<file path="config.mk">
export PLATFORM = sky130hd
export DESIGN_NAME = rtc_three_wire_time_master
export DESIGN_NICKNAME = d
export VERILOG_FILES = /design/src/rtc3w_pkg.sv /design/src/rtc3w_time_enc.sv /design/src/rtc_three_wire_time_master.sv
export SDC_FILE = /design/constraint.sdc
export NUM_CORES = 1
export LEC_CHECK = 0
export BUFFER_PORTS_ARGS = -buffer_cell sky130_fd_sc_hd__buf_2
export CORE_UTILIZATION = 45
export CTS_BUF_LIST = sky130_fd_sc_hd__clkbuf_4 sky130_fd_sc_hd__clkbuf_8 sky130_fd_sc_hd__clkbuf_16
export DETAILED_ROUTE_END_ITERATION = 6
export PLACE_DENSITY = 0.61
export SYNTH_ARGS = -nofsm -noshare
export SYNTH_HDL_FRONTEND = slang
export SYNTH_SLANG_ARGS = --single-unit
</file>
<file path="constraint.sdc">
create_clock -name aclk -period 9.7 [get_ports aclk]
set_input_delay 0 -clock aclk [delete_from_list [all_inputs] [get_ports aclk]]
set_output_delay 0 -clock aclk [all_outputs]
set_load 0.01 [all_outputs]
</file>
<file path="src/rtc3w_pkg.sv">
// ----------------------------------------------------------------------------
// rtc3w_pkg
// Shared types, codes and BCD helpers for the three-wire RTC time master.
// ----------------------------------------------------------------------------
package rtc3w_pkg;

    typedef enum logic [1:0] {
        MODE_IDLE  = 2'd0,
        MODE_WRITE = 2'd1,
        MODE_READ  = 2'd2
    } mode_t;

    // action codes
    localparam logic [1:0] ACT_TICK  = 2'd0;
    localparam logic [1:0] ACT_WRITE = 2'd1;
    localparam logic [1:0] ACT_READ  = 2'd2;

    localparam int unsigned NUM_FIELDS = 7;

    localparam logic [3:0] WRITE_XFERS    = 4'd9;
    localparam logic [3:0] READ_XFERS     = 4'd7;
    localparam logic [3:0] LAST_FIELD_IDX = 4'd7;   // read transfers below this carry a field
    localparam logic [3:0] WP_ON_XFER     = 4'd8;
    localparam logic [3:0] FIRST_RD_BIT   = 4'd8;
    localparam logic [3:0] LAST_BIT       = 4'd15;
    localparam logic [1:0] PH_LOW         = 2'd0;
    localparam logic [1:0] PH_HIGH        = 2'd1;
    localparam logic [1:0] PH_GAP         = 2'd2;

    localparam logic [7:0] WP_ADDR  = 8'h8E;
    localparam logic [7:0] WP_OFF   = 8'h00;
    localparam logic [7:0] WP_ON    = 8'h80;
    localparam logic [7:0] READ_BIT = 8'h01;

    // year, month, date, hour, minute, second, weekday
    typedef logic [NUM_FIELDS-1:0][7:0] tod_t;

    function automatic logic [7:0] reg_addr(input logic [2:0] idx);
        logic [7:0] a;
        case (idx)
            3'd0:    a = 8'h8C;
            3'd1:    a = 8'h88;
            3'd2:    a = 8'h86;
            3'd3:    a = 8'h84;
            3'd4:    a = 8'h82;
            3'd5:    a = 8'h80;
            3'd6:    a = 8'h8A;
            default: a = 8'h8C;
        endcase
        return a;
    endfunction

    // v/10 by reciprocal 205/2048, exact for 0..127
    function automatic logic [7:0] to_bcd(input logic [6:0] v);
        logic [14:0] prod;
        logic [3:0]  q;
        logic [6:0]  r;
        prod = {8'd0, v} * 15'd205;
        q    = prod[14:11];
        r    = v - ({q, 3'b000} + {2'b00, q, 1'b0});
        return {q, r[3:0]};
    endfunction

    // unmasked decode: hi*10 + lo, 0..165
    function automatic logic [7:0] from_bcd(input logic [7:0] b);
        logic [7:0] hi10;
        hi10 = {1'b0, b[7:4], 3'b000} + {3'b000, b[7:4], 1'b0};
        return hi10 + {4'b0000, b[3:0]};
    endfunction

endpackage

</file>
<file path="src/rtc3w_time_enc.sv">
// ----------------------------------------------------------------------------
// rtc3w_time_enc
// Converts the seven decimal time fields to BCD bytes in register order.
// ----------------------------------------------------------------------------
module rtc3w_time_enc (
    input  logic [6:0]      year_i,
    input  logic [3:0]      month_i,
    input  logic [4:0]      date_i,
    input  logic [4:0]      hour_i,
    input  logic [5:0]      minute_i,
    input  logic [5:0]      second_i,
    input  logic [2:0]      weekday_i,
    output rtc3w_pkg::tod_t bcd_o
);
    import rtc3w_pkg::*;

    always_comb begin
        bcd_o[0] = to_bcd(year_i);
        bcd_o[1] = to_bcd({3'b000, month_i});
        bcd_o[2] = to_bcd({2'b00, date_i});
        bcd_o[3] = to_bcd({2'b00, hour_i});
        bcd_o[4] = to_bcd({1'b0, minute_i});
        bcd_o[5] = to_bcd({1'b0, second_i});
        bcd_o[6] = to_bcd({4'b0000, weekday_i});
    end

endmodule

</file>
<file path="src/rtc_three_wire_time_master.sv">
// ----------------------------------------------------------------------------
// rtc_three_wire_time_master
// Bit-serial master for a three-wire RTC: writes or reads the time registers
// one pin phase per item.
// ----------------------------------------------------------------------------
//  channel | direction | handshake          | payload
//  s_      | in        | s_valid / s_ready  | action, io_in, decimal time fields
//  m_      | out       | m_valid / m_ready  | pin levels, finished, last read time
//
//  One item in, one result out; a new item is taken every
//  cycle while the result register is empty or being emptied.
//  The sequencer advances only on an accepted item, so stalls on either side
//  just freeze the pin sequence.
//  Reset (aresetn low, synchronous) returns the sequencer to idle, clears the
//  last read time and empties the result register.
// ----------------------------------------------------------------------------
module rtc_three_wire_time_master (
    input  logic       aclk,
    input  logic       aresetn,

    input  logic       s_valid,
    output logic       s_ready,
    input  logic [1:0] s_action,
    input  logic       s_io_in,
    input  logic [6:0] s_year_in,
    input  logic [3:0] s_month_in,
    input  logic [4:0] s_date_in,
    input  logic [4:0] s_hour_in,
    input  logic [5:0] s_minute_in,
    input  logic [5:0] s_second_in,
    input  logic [2:0] s_weekday_in,

    output logic       m_valid,
    input  logic       m_ready,
    output logic       m_clock_pin,
    output logic       m_enable_pin,
    output logic       m_data_out,
    output logic       m_data_drive,
    output logic       m_finished,
    output logic [7:0] m_year_out,
    output logic [7:0] m_month_out,
    output logic [7:0] m_date_out,
    output logic [7:0] m_hour_out,
    output logic [7:0] m_minute_out,
    output logic [7:0] m_second_out,
    output logic [7:0] m_weekday_out
);
    import rtc3w_pkg::*;

    // sequencer state
    mode_t       mode_reg,  mode_next;
    logic [3:0]  tidx_reg,  tidx_next;
    logic [3:0]  bit_reg,   bit_next;
    logic [1:0]  phase_reg, phase_next;
    logic [15:0] shift_reg, shift_next;
    tod_t        pend_reg,  pend_next;   // BCD bytes to write, no reset
    tod_t        rtime_reg, rtime_next;  // decoded last read

    // result register
    logic        m_valid_reg, m_valid_next;
    logic        clk_reg, en_reg, dout_reg, drive_reg, fin_reg;
    tod_t        rout_reg;

    logic        clk_next, en_next, dout_next, drive_next, fin_next;

    logic        accept;
    logic        start_wr, start_rd;
    mode_t       cur_mode;
    logic [3:0]  cur_t, cur_b, t_inc, xfers;
    logic [1:0]  cur_ph;
    logic        busy, gap, reading, last_xfer;
    logic [2:0]  fidx;
    logic [15:0] load_word, word;
    tod_t        bcd;

    rtc3w_time_enc u_enc (
        .year_i    (s_year_in),
        .month_i   (s_month_in),
        .date_i    (s_date_in),
        .hour_i    (s_hour_in),
        .minute_i  (s_minute_in),
        .second_i  (s_second_in),
        .weekday_i (s_weekday_in),
        .bcd_o     (bcd)
    );

    assign s_ready = !m_valid_reg || m_ready;
    assign accept  = s_valid && s_ready;

    // Start is taken only from idle; the start tick already shows bit 0.
    always_comb begin
        start_wr = (mode_reg == MODE_IDLE) && (s_action == ACT_WRITE);
        start_rd = (mode_reg == MODE_IDLE) && (s_action == ACT_READ);
        if (start_wr) begin
            cur_mode = MODE_WRITE;
        end else if (start_rd) begin
            cur_mode = MODE_READ;
        end else begin
            cur_mode = mode_reg;
        end
        cur_t   = (start_wr || start_rd) ? 4'd0 : tidx_reg;
        cur_b   = (start_wr || start_rd) ? 4'd0 : bit_reg;
        cur_ph  = (start_wr || start_rd) ? PH_LOW : phase_reg;
        busy    = (cur_mode == MODE_WRITE) || (cur_mode == MODE_READ);
        gap     = (cur_ph >= PH_GAP);
        reading = (cur_mode == MODE_READ) && (cur_b >= FIRST_RD_BIT);
        t_inc   = cur_t + 4'd1;
        xfers   = (cur_mode == MODE_WRITE) ? WRITE_XFERS : READ_XFERS;
        last_xfer = (t_inc >= xfers);

        // command/data pair for the transfer about to start
        fidx = 3'(cur_t - 4'd1);
        if (cur_mode == MODE_WRITE) begin
            if (cur_t == 4'd0) begin
                load_word = {WP_OFF, WP_ADDR};
            end else if (cur_t >= WP_ON_XFER) begin
                load_word = {WP_ON, WP_ADDR};
            end else begin
                load_word = {pend_reg[fidx], reg_addr(fidx)};
            end
        end else begin
            load_word = {8'h00,
                         reg_addr((cur_t < LAST_FIELD_IDX) ? cur_t[2:0] : 3'd0) | READ_BIT};
        end
        word = ((cur_b == 4'd0) && (cur_ph == PH_LOW)) ? load_word : shift_reg;
    end

    // next state
    always_comb begin
        mode_next  = cur_mode;
        tidx_next  = cur_t;
        bit_next   = cur_b;
        phase_next = cur_ph;
        shift_next = shift_reg;
        rtime_next = rtime_reg;
        pend_next  = start_wr ? bcd : pend_reg;
        if (busy) begin
            if (gap) begin
                if ((cur_mode == MODE_READ) && (cur_t < LAST_FIELD_IDX)) begin
                    rtime_next[cur_t[2:0]] = from_bcd(shift_reg[15:8]);
                end
                tidx_next  = t_inc;
                bit_next   = 4'd0;
                phase_next = PH_LOW;
                if (last_xfer) begin
                    mode_next = MODE_IDLE;
                    tidx_next = 4'd0;
                end
            end else begin
                shift_next = word;
                // sample after the falling edge
                if (reading && (cur_ph == PH_HIGH) && s_io_in) begin
                    shift_next[cur_b] = 1'b1;
                end
                if (cur_ph == PH_LOW) begin
                    phase_next = PH_HIGH;
                end else if (cur_b >= LAST_BIT) begin
                    phase_next = PH_GAP;
                end else begin
                    phase_next = PH_LOW;
                    bit_next   = cur_b + 4'd1;
                end
            end
        end
    end

    // pin levels for this item
    always_comb begin
        clk_next   = 1'b0;
        en_next    = 1'b0;
        dout_next  = 1'b0;
        drive_next = 1'b1;
        fin_next   = 1'b0;
        if (busy) begin
            if (gap) begin
                fin_next = last_xfer;
            end else begin
                en_next = 1'b1;
                if (reading) begin
                    // released line: clock high then low
                    drive_next = 1'b0;
                    clk_next   = (cur_ph == PH_LOW);
                end else begin
                    dout_next = word[cur_b];
                    clk_next  = cur_ph[0];
                end
            end
        end
    end

    assign m_valid_next = accept || (m_valid_reg && !m_ready);

    always_ff @(posedge aclk) begin
        if (!aresetn) begin
            mode_reg    <= MODE_IDLE;
            tidx_reg    <= 4'd0;
            bit_reg     <= 4'd0;
            phase_reg   <= PH_LOW;
            shift_reg   <= 16'd0;
            rtime_reg   <= '0;
            m_valid_reg <= 1'b0;
        end else begin
            m_valid_reg <= m_valid_next;
            if (accept) begin
                mode_reg  <= mode_next;
                tidx_reg  <= tidx_next;
                bit_reg   <= bit_next;
                phase_reg <= phase_next;
                shift_reg <= shift_next;
                rtime_reg <= rtime_next;
            end
        end
    end

    always_ff @(posedge aclk) begin
        if (accept) begin
            pend_reg  <= pend_next;
            clk_reg   <= clk_next;
            en_reg    <= en_next;
            dout_reg  <= dout_next;
            drive_reg <= drive_next;
            fin_reg   <= fin_next;
            rout_reg  <= rtime_next;
        end
    end

    assign m_valid       = m_valid_reg;
    assign m_clock_pin   = clk_reg;
    assign m_enable_pin  = en_reg;
    assign m_data_out    = dout_reg;
    assign m_data_drive  = drive_reg;
    assign m_finished    = fin_reg;
    assign m_year_out    = rout_reg[0];
    assign m_month_out   = rout_reg[1];
    assign m_date_out    = rout_reg[2];
    assign m_hour_out    = rout_reg[3];
    assign m_minute_out  = rout_reg[4];
    assign m_second_out  = rout_reg[5];
    assign m_weekday_out = rout_reg[6];

    // idle sequencer always sits at the start of a transfer
    a_idle_clean: assert property (@(posedge aclk) disable iff (!aresetn)
        (mode_reg == MODE_IDLE) |-> (phase_reg == PH_LOW && bit_reg == 4'd0 && tidx_reg == 4'd0))
        else $error("idle with stale sequencer counters");

    a_phase_range: assert property (@(posedge aclk) disable iff (!aresetn)
        phase_reg != 2'd3)
        else $error("clock phase out of range");

    a_tidx_range: assert property (@(posedge aclk) disable iff (!aresetn)
        ((mode_reg == MODE_READ) |-> (tidx_reg < READ_XFERS)) and
        ((mode_reg == MODE_WRITE) |-> (tidx_reg < WRITE_XFERS)))
        else $error("transfer index beyond request length");

    a_fin_gap: assert property (@(posedge aclk) disable iff (!aresetn)
        (m_valid_reg && fin_reg) |-> (!en_reg && !clk_reg && drive_reg && !dout_reg))
        else $error("finished item not on a gap tick");

endmodule

</file>
# ---- Yosys cells after proc, flatten, opt, wreduce, memory -nomap -nowiden
# Cells that the tools add are included.
# W data, S select, Z words.
dict set report word_totals {
  ff_bits 188
  word_cells 155
}
dict set report classes {
  n_addsub 17
  mul 6
  magnitude_cmp 11
  eq_ne 17
  mux 43
  bitwise_logic 3
  reduce_logical 26
}
# cell count
set op_table {}
lappend op_table {{$mux W56} 3}
lappend op_table {{$mux W16} 5}
lappend op_table {{$bwmux W56} 1}
lappend op_table {{$pmux W4 S6} 2}
lappend op_table {{$mux W4} 10}
lappend op_table {{$mul A6 B8 Y14 const B} 2}
lappend op_table {{$mul A5 B8 Y13 const B} 2}
lappend op_table {{$bmux W8 S3} 1}
lappend op_table {{$demux W8 S3} 1}
lappend op_table {{$sub A4 B4 Y4} 6}
lappend op_table {{$mux W2} 10}
lappend op_table {{$eq A3 B3 Y1 const B} 6}
lappend op_table {{$mux W8} 2}
lappend op_table {{$or A16 B16 Y16} 1}
lappend op_table {{$mul A7 B8 Y15 const B} 1}
lappend op_table {{$add A4 B4 Y4} 3}
lappend op_table {{$eq A3 B2 Y1 const B} 4}
lappend op_table {{$ge A4 B4 Y1 const B} 3}
lappend op_table {{$mul A4 B8 Y12 const B} 1}
lappend op_table {{$logic_and A1 B1 Y1} 11}
lappend op_table {{$add A4 B1 Y4 const B} 2}
lappend op_table {{$add A4 B3 Y4} 2}
lappend op_table {{$add A7 B5 Y8} 1}
lappend op_table {{$add A8 B4 Y8} 1}
lappend op_table {{other kinds (25)} 42}

# ---- Logic depth before layout (Yosys ltp)
dict set report logic_depth {
  ltp_word 13
  depth_mapped 23
  depth_no_buf 23
}

# ---- Modules after synthesis
# A second synthesis with hierarchy kept.
dict set report hier_totals {
  cells_unflattened 1289
  area_unflattened_um2 13424.1
}
# module n_inst cells_per_inst area_each_um2 seq_area_each_um2
set by_module_without_submodules {}
lappend by_module_without_submodules {rtc_three_wire_time_master 1 829 9300.2 5215.0}
lappend by_module_without_submodules {rtc3w_time_enc 1 460 4124.0 0.0}

# ---- Worst setup path after synthesis
# Ideal clock, no wire load.
dict set report synth_path {
  kind {register to register}
  start {reg m_valid_reg (netlist: m_valid)}
  end {reg pend_reg[0] in the netlist's numbering, enable pin}
  arrival_time_ps 3839
  required_ps 9204
  slack_ps 5365
  path_stages_with_launch 5
  path_buffers 1
  cell_sequence {dfxtp_1 > nand2b_1 > nand2_1 > clkbuf_1 > nor3_1}
}
dict set report synth_between {
  elab_chain_len 4
}
# item line
set synth_lines {}
lappend synth_lines {{start, declared} rtc_three_wire_time_master.sv:60} ;# logic m_valid_reg, m_valid_next;
lappend synth_lines {{start signal, assigned} rtc_three_wire_time_master.sv:203} ;# m_valid_reg <= m_valid_next;
lappend synth_lines {{$logic_not A1 Y1} rtc_three_wire_time_master.sv:87} ;# assign s_ready = !m_valid_reg || m_ready;
lappend synth_lines {{$logic_or A1 B1 Y1} rtc_three_wire_time_master.sv:87}
lappend synth_lines {{net s_ready} rtc_three_wire_time_master.sv:22} ;# output logic s_ready,
lappend synth_lines {{$logic_and A1 B1 Y1} rtc_three_wire_time_master.sv:88} ;# assign accept = s_valid && s_ready;
lappend synth_lines {{$reduce_and A2 Y1 (no source line)} -}
lappend synth_lines {{end signal, assigned} rtc_three_wire_time_master.sv:217} ;# pend_reg <= pend_next;
lappend synth_lines {{end, declared} rtc_three_wire_time_master.sv:56} ;# tod_t pend_reg, pend_next;
# The timed path passes the listed nets, and every way through them passes these cells.
# A chain may end at the register's enable or synchronous reset.

==> reports/qor.csv <==
metric,value,unit
outcome,"finished, final reports clean",
r2r setup slk,5640,ps
clk slew on worst S/H paths,80,ps
Mapped Area,12840,µm²
final worst path period need,4517,ps
Combinational Power Share,0.254,
DR vias/cell,5.321,
Hold Path Origin,s_action[0],
synth unique cells,83,
largest net degree at the start of global routing,91,
Slew Limit Fails,0,
setup tns final,0,ps
Flop pwr share,0.420,
CP Launch Type,input port,
reg-to-reg critical path startpoint,tidx_reg[0],
Yosys Warn Count,0,
WL final,27410,µm
xor/xnor share of the synthesized area,0.03977,
max-cap viol count,0,
pwr dens,153.5,nW/µm²
CP Data Required Time,9880,ps
placed cells,1690,
Final Instance Count excl. Fillers,1735,
Seq cells post-synth,188,
busiest grt layer,met2,
# setup viols final,0,
top post-synthesis cells by area,"edfxtp_1 (24%), ha_1 (17%), dfxtp_1 (13%), fa_1 (4.1%), mux2_2 (3.8%)",
VDD IR max,0.1314,mV
P_int,0.001512,W
RSZ-0062 raised after global routing,false,
met1 track demand over resource,0.2576,
Crit Path Class,in2reg,
Synth Area in Compound Gates,0.1097,
htree depth,4,
max FFs per register,56,
Slew headroom,0.2948,
die width,170.9,µm
clock network fraction of total power,0.326,
routed via count,9232,
Crit path arrival time,4700,ps
Worst-Skew Late Latency,440,ps
final critical-path share of the clock period,0.4656,
Psw,0.0007100,W
met3 usage,0.02868,
Post-Synth Adder-Cell Area,0.2150,
hpwl dp,19740,µm
top-level I/O count,106,
initial antenna violation count,1,
Final Cell Area,14470,µm²
sequential fraction of the synthesis area,0.3735,
Switching Fraction,0.3196,
Layout Utilization,0.5181,
largest family of logic cells by synthesized area,adder cells,
Post-synth top flop,edfxtp_1,
Starting Density,0.4596,
Fill cells,2544,
Clock Tree Root,clkbuf_16,
Static Leak,6.528,nW
syn_nets,1493,
post-CTS sizing,0,
Worst R2R End,m_data_out,
layout cells sized above 1,0.1695,
Synth Area in Simple Gates,0.1460,
clock net sink count,188,
Setup crit end kind,flip-flop,
ys async rst share,0,
post-synth top area cell,edfxtp_1,
Placed Area,13720,µm²
DRT Pass-1 Iters,5,
CTS tree,built,
total CTS buffers,17,
number of global-route vias before repair,8890,
hold endpoint,mode_reg[1],
Hold Path Depth,4,
skew final,13.91,ps
Die Footprint,29210,µm²
"Max FO, Critical Path",5,
Layout area overhead,12.75,%
area occupied by multi-input gates,7433,µm²
Cell Rows,61,
average wire per standard cell,15.80,µm
Hold Fails Final Rpt,0,
met2 Use GR,0.3310,
Antenna Violating Nets Remaining,0,
routability cong.,0.8399,
Gate Count Post-Synth,1245,
global-route wire length before repair,45080,µm
Fmax achieved,221.4,MHz
total gr overflow,0,
Initial DRC Count,631,
measured slew at the worst slew-check pin,1058,ps
mux share of post-synthesis cell area,0.06793,
R2R depth,11,
clk buf depth,2,
CORE AREA,27930,µm²
# nets final,1592,
Die Ht,170.9,µm
"Avg Cell Area, Syn",10.31,µm²
Diodes inserted,0,
DRC errors left,0,
number of synthesized flops with an enable pin,103,
type of the tightest min-delay check,in2reg,
area fraction of the dominant cell type after synthesis,0.2409,
FF/Latch Area,4795,µm²
Global Route Usage Sum,0.1952,
number of I/O port buffers,105,
[metal layers]
metal  wire [µm]  vias to the layer above
li1            -                     4627
met1       12850                     4361
met2       13070                      205
met3         994                       37
met4         483                        2
met5          10                        -
[worst max-delay path by stage]
stage / start / endpoint / cells past startpoint
after floorplan: m_valid / pend_reg[0] / 4
after global placement: s_minute_in[3] / pend_reg[35] / 20
after detailed placement: s_minute_in[3] / pend_reg[35] / 20
after CTS: s_minute_in[1] / pend_reg[35] / 21
after global routing: s_minute_in[1] / pend_reg[35] / 21
final: s_minute_in[1] / pend_reg[35] / 21
[worst max-delay path, cell delays in order]
cell	delay (ps)
dlygate4sd3_1	530
buf_2	150
ha_1	330
ha_1	210
fa_1	440
ha_1	290
nand4_1	90
nor2_1	100
o21a_1	120
o21ai_0	80
a21oi_1	380
a21oi_1	170
o21ai_0	230
xor2_1	220
ha_1	230
xnor2_1	150
a21oi_1	110
nor4b_1	170
a311o_1	320
nor4_1	240
xor2_1	100
[cell type report]
class                      count  share of cell area
sequential                   188              0.3313
clock buffer                  17             0.02939
multi-input combinational    896              0.5136
timing repair buffer         125             0.04893
clock inverter                15             0.01392
inverter                     116             0.03026
tap                          378             0.03268
[power groups by stage]
stage	clock, W	combinational (W)	sequential [W]
final	0.000724	0.000565	0.000933
after global routing	0.000765	0.000654	0.000938
after detailed placement	0	0.000565	0.000952
after CTS	0.000736	0.000574	0.000933
after floorplan	0	0.000414	0.000952
after global placement	0	0.000552	0.000951
[synthesized netlist by cell type (15+ instances only)]
master,count
ha_1,179
nand3_1,16
nor3_1,15
mux2_2,43
a21oi_1,44
o21ai_0,32
nor3b_1,31
xor2_1,17
nand2_1,76
clkbuf_1,35
inv_1,116
xnor2_1,35
nor2_1,127
mux2i_1,17
edfxtp_1,103
dfxtp_1,85
fa_1,26
nor2b_1,15
[through the flow]
| stage | setup WS, ps | power (W) | hold WS [ps] |
|---|---|---|---|
| after detailed placement | 5176 | 0.001517 | 202.3 |
| after CTS | 5211 | 0.002243 | 1.423 |
| after global placement | 5369 | 0.001503 | 198.5 |
| after floorplan | 5365 | 0.001366 | 98.87 |
| after global routing | 4833 | 0.002357 | 62.35 |
| final | 5183 | 0.002222 | 16.08 |
[what timing repair did]
action / CTS / global route
setup buffers: 0 / 0
hold buffers: 13 / 0
hold endpoints to repair: 12 / 0
[cell families after synthesis]
kind of cell,count (synthesis)
flops,188
compound gates,199
simple gates,363
xor+xnor,55
buf+inv,161
mux,74
fa+ha+maj,205
[layout by cell type, fill, tap and decap left out, drive strengths merged, types with 15 or more instances in the layout]
cell type  Yosys  final
buf           10    112
a21oi         45     45
xor2          18     18
xnor2         36     36
nor2         128    128
nor3b         38     38
mux2          54     54
edfxtp       103    103
nand2         77     77
dfxtp         85     85
a21boi        20     20
ha           179    179
nand3         16     16
nor2b         15     15
o21ai         36     36
fa            26     26
clkbuf        35     17
inv          116    124
nor3          17     17
mux2i         17     17
Note: power is estimated with default switching activity, not from simulation.
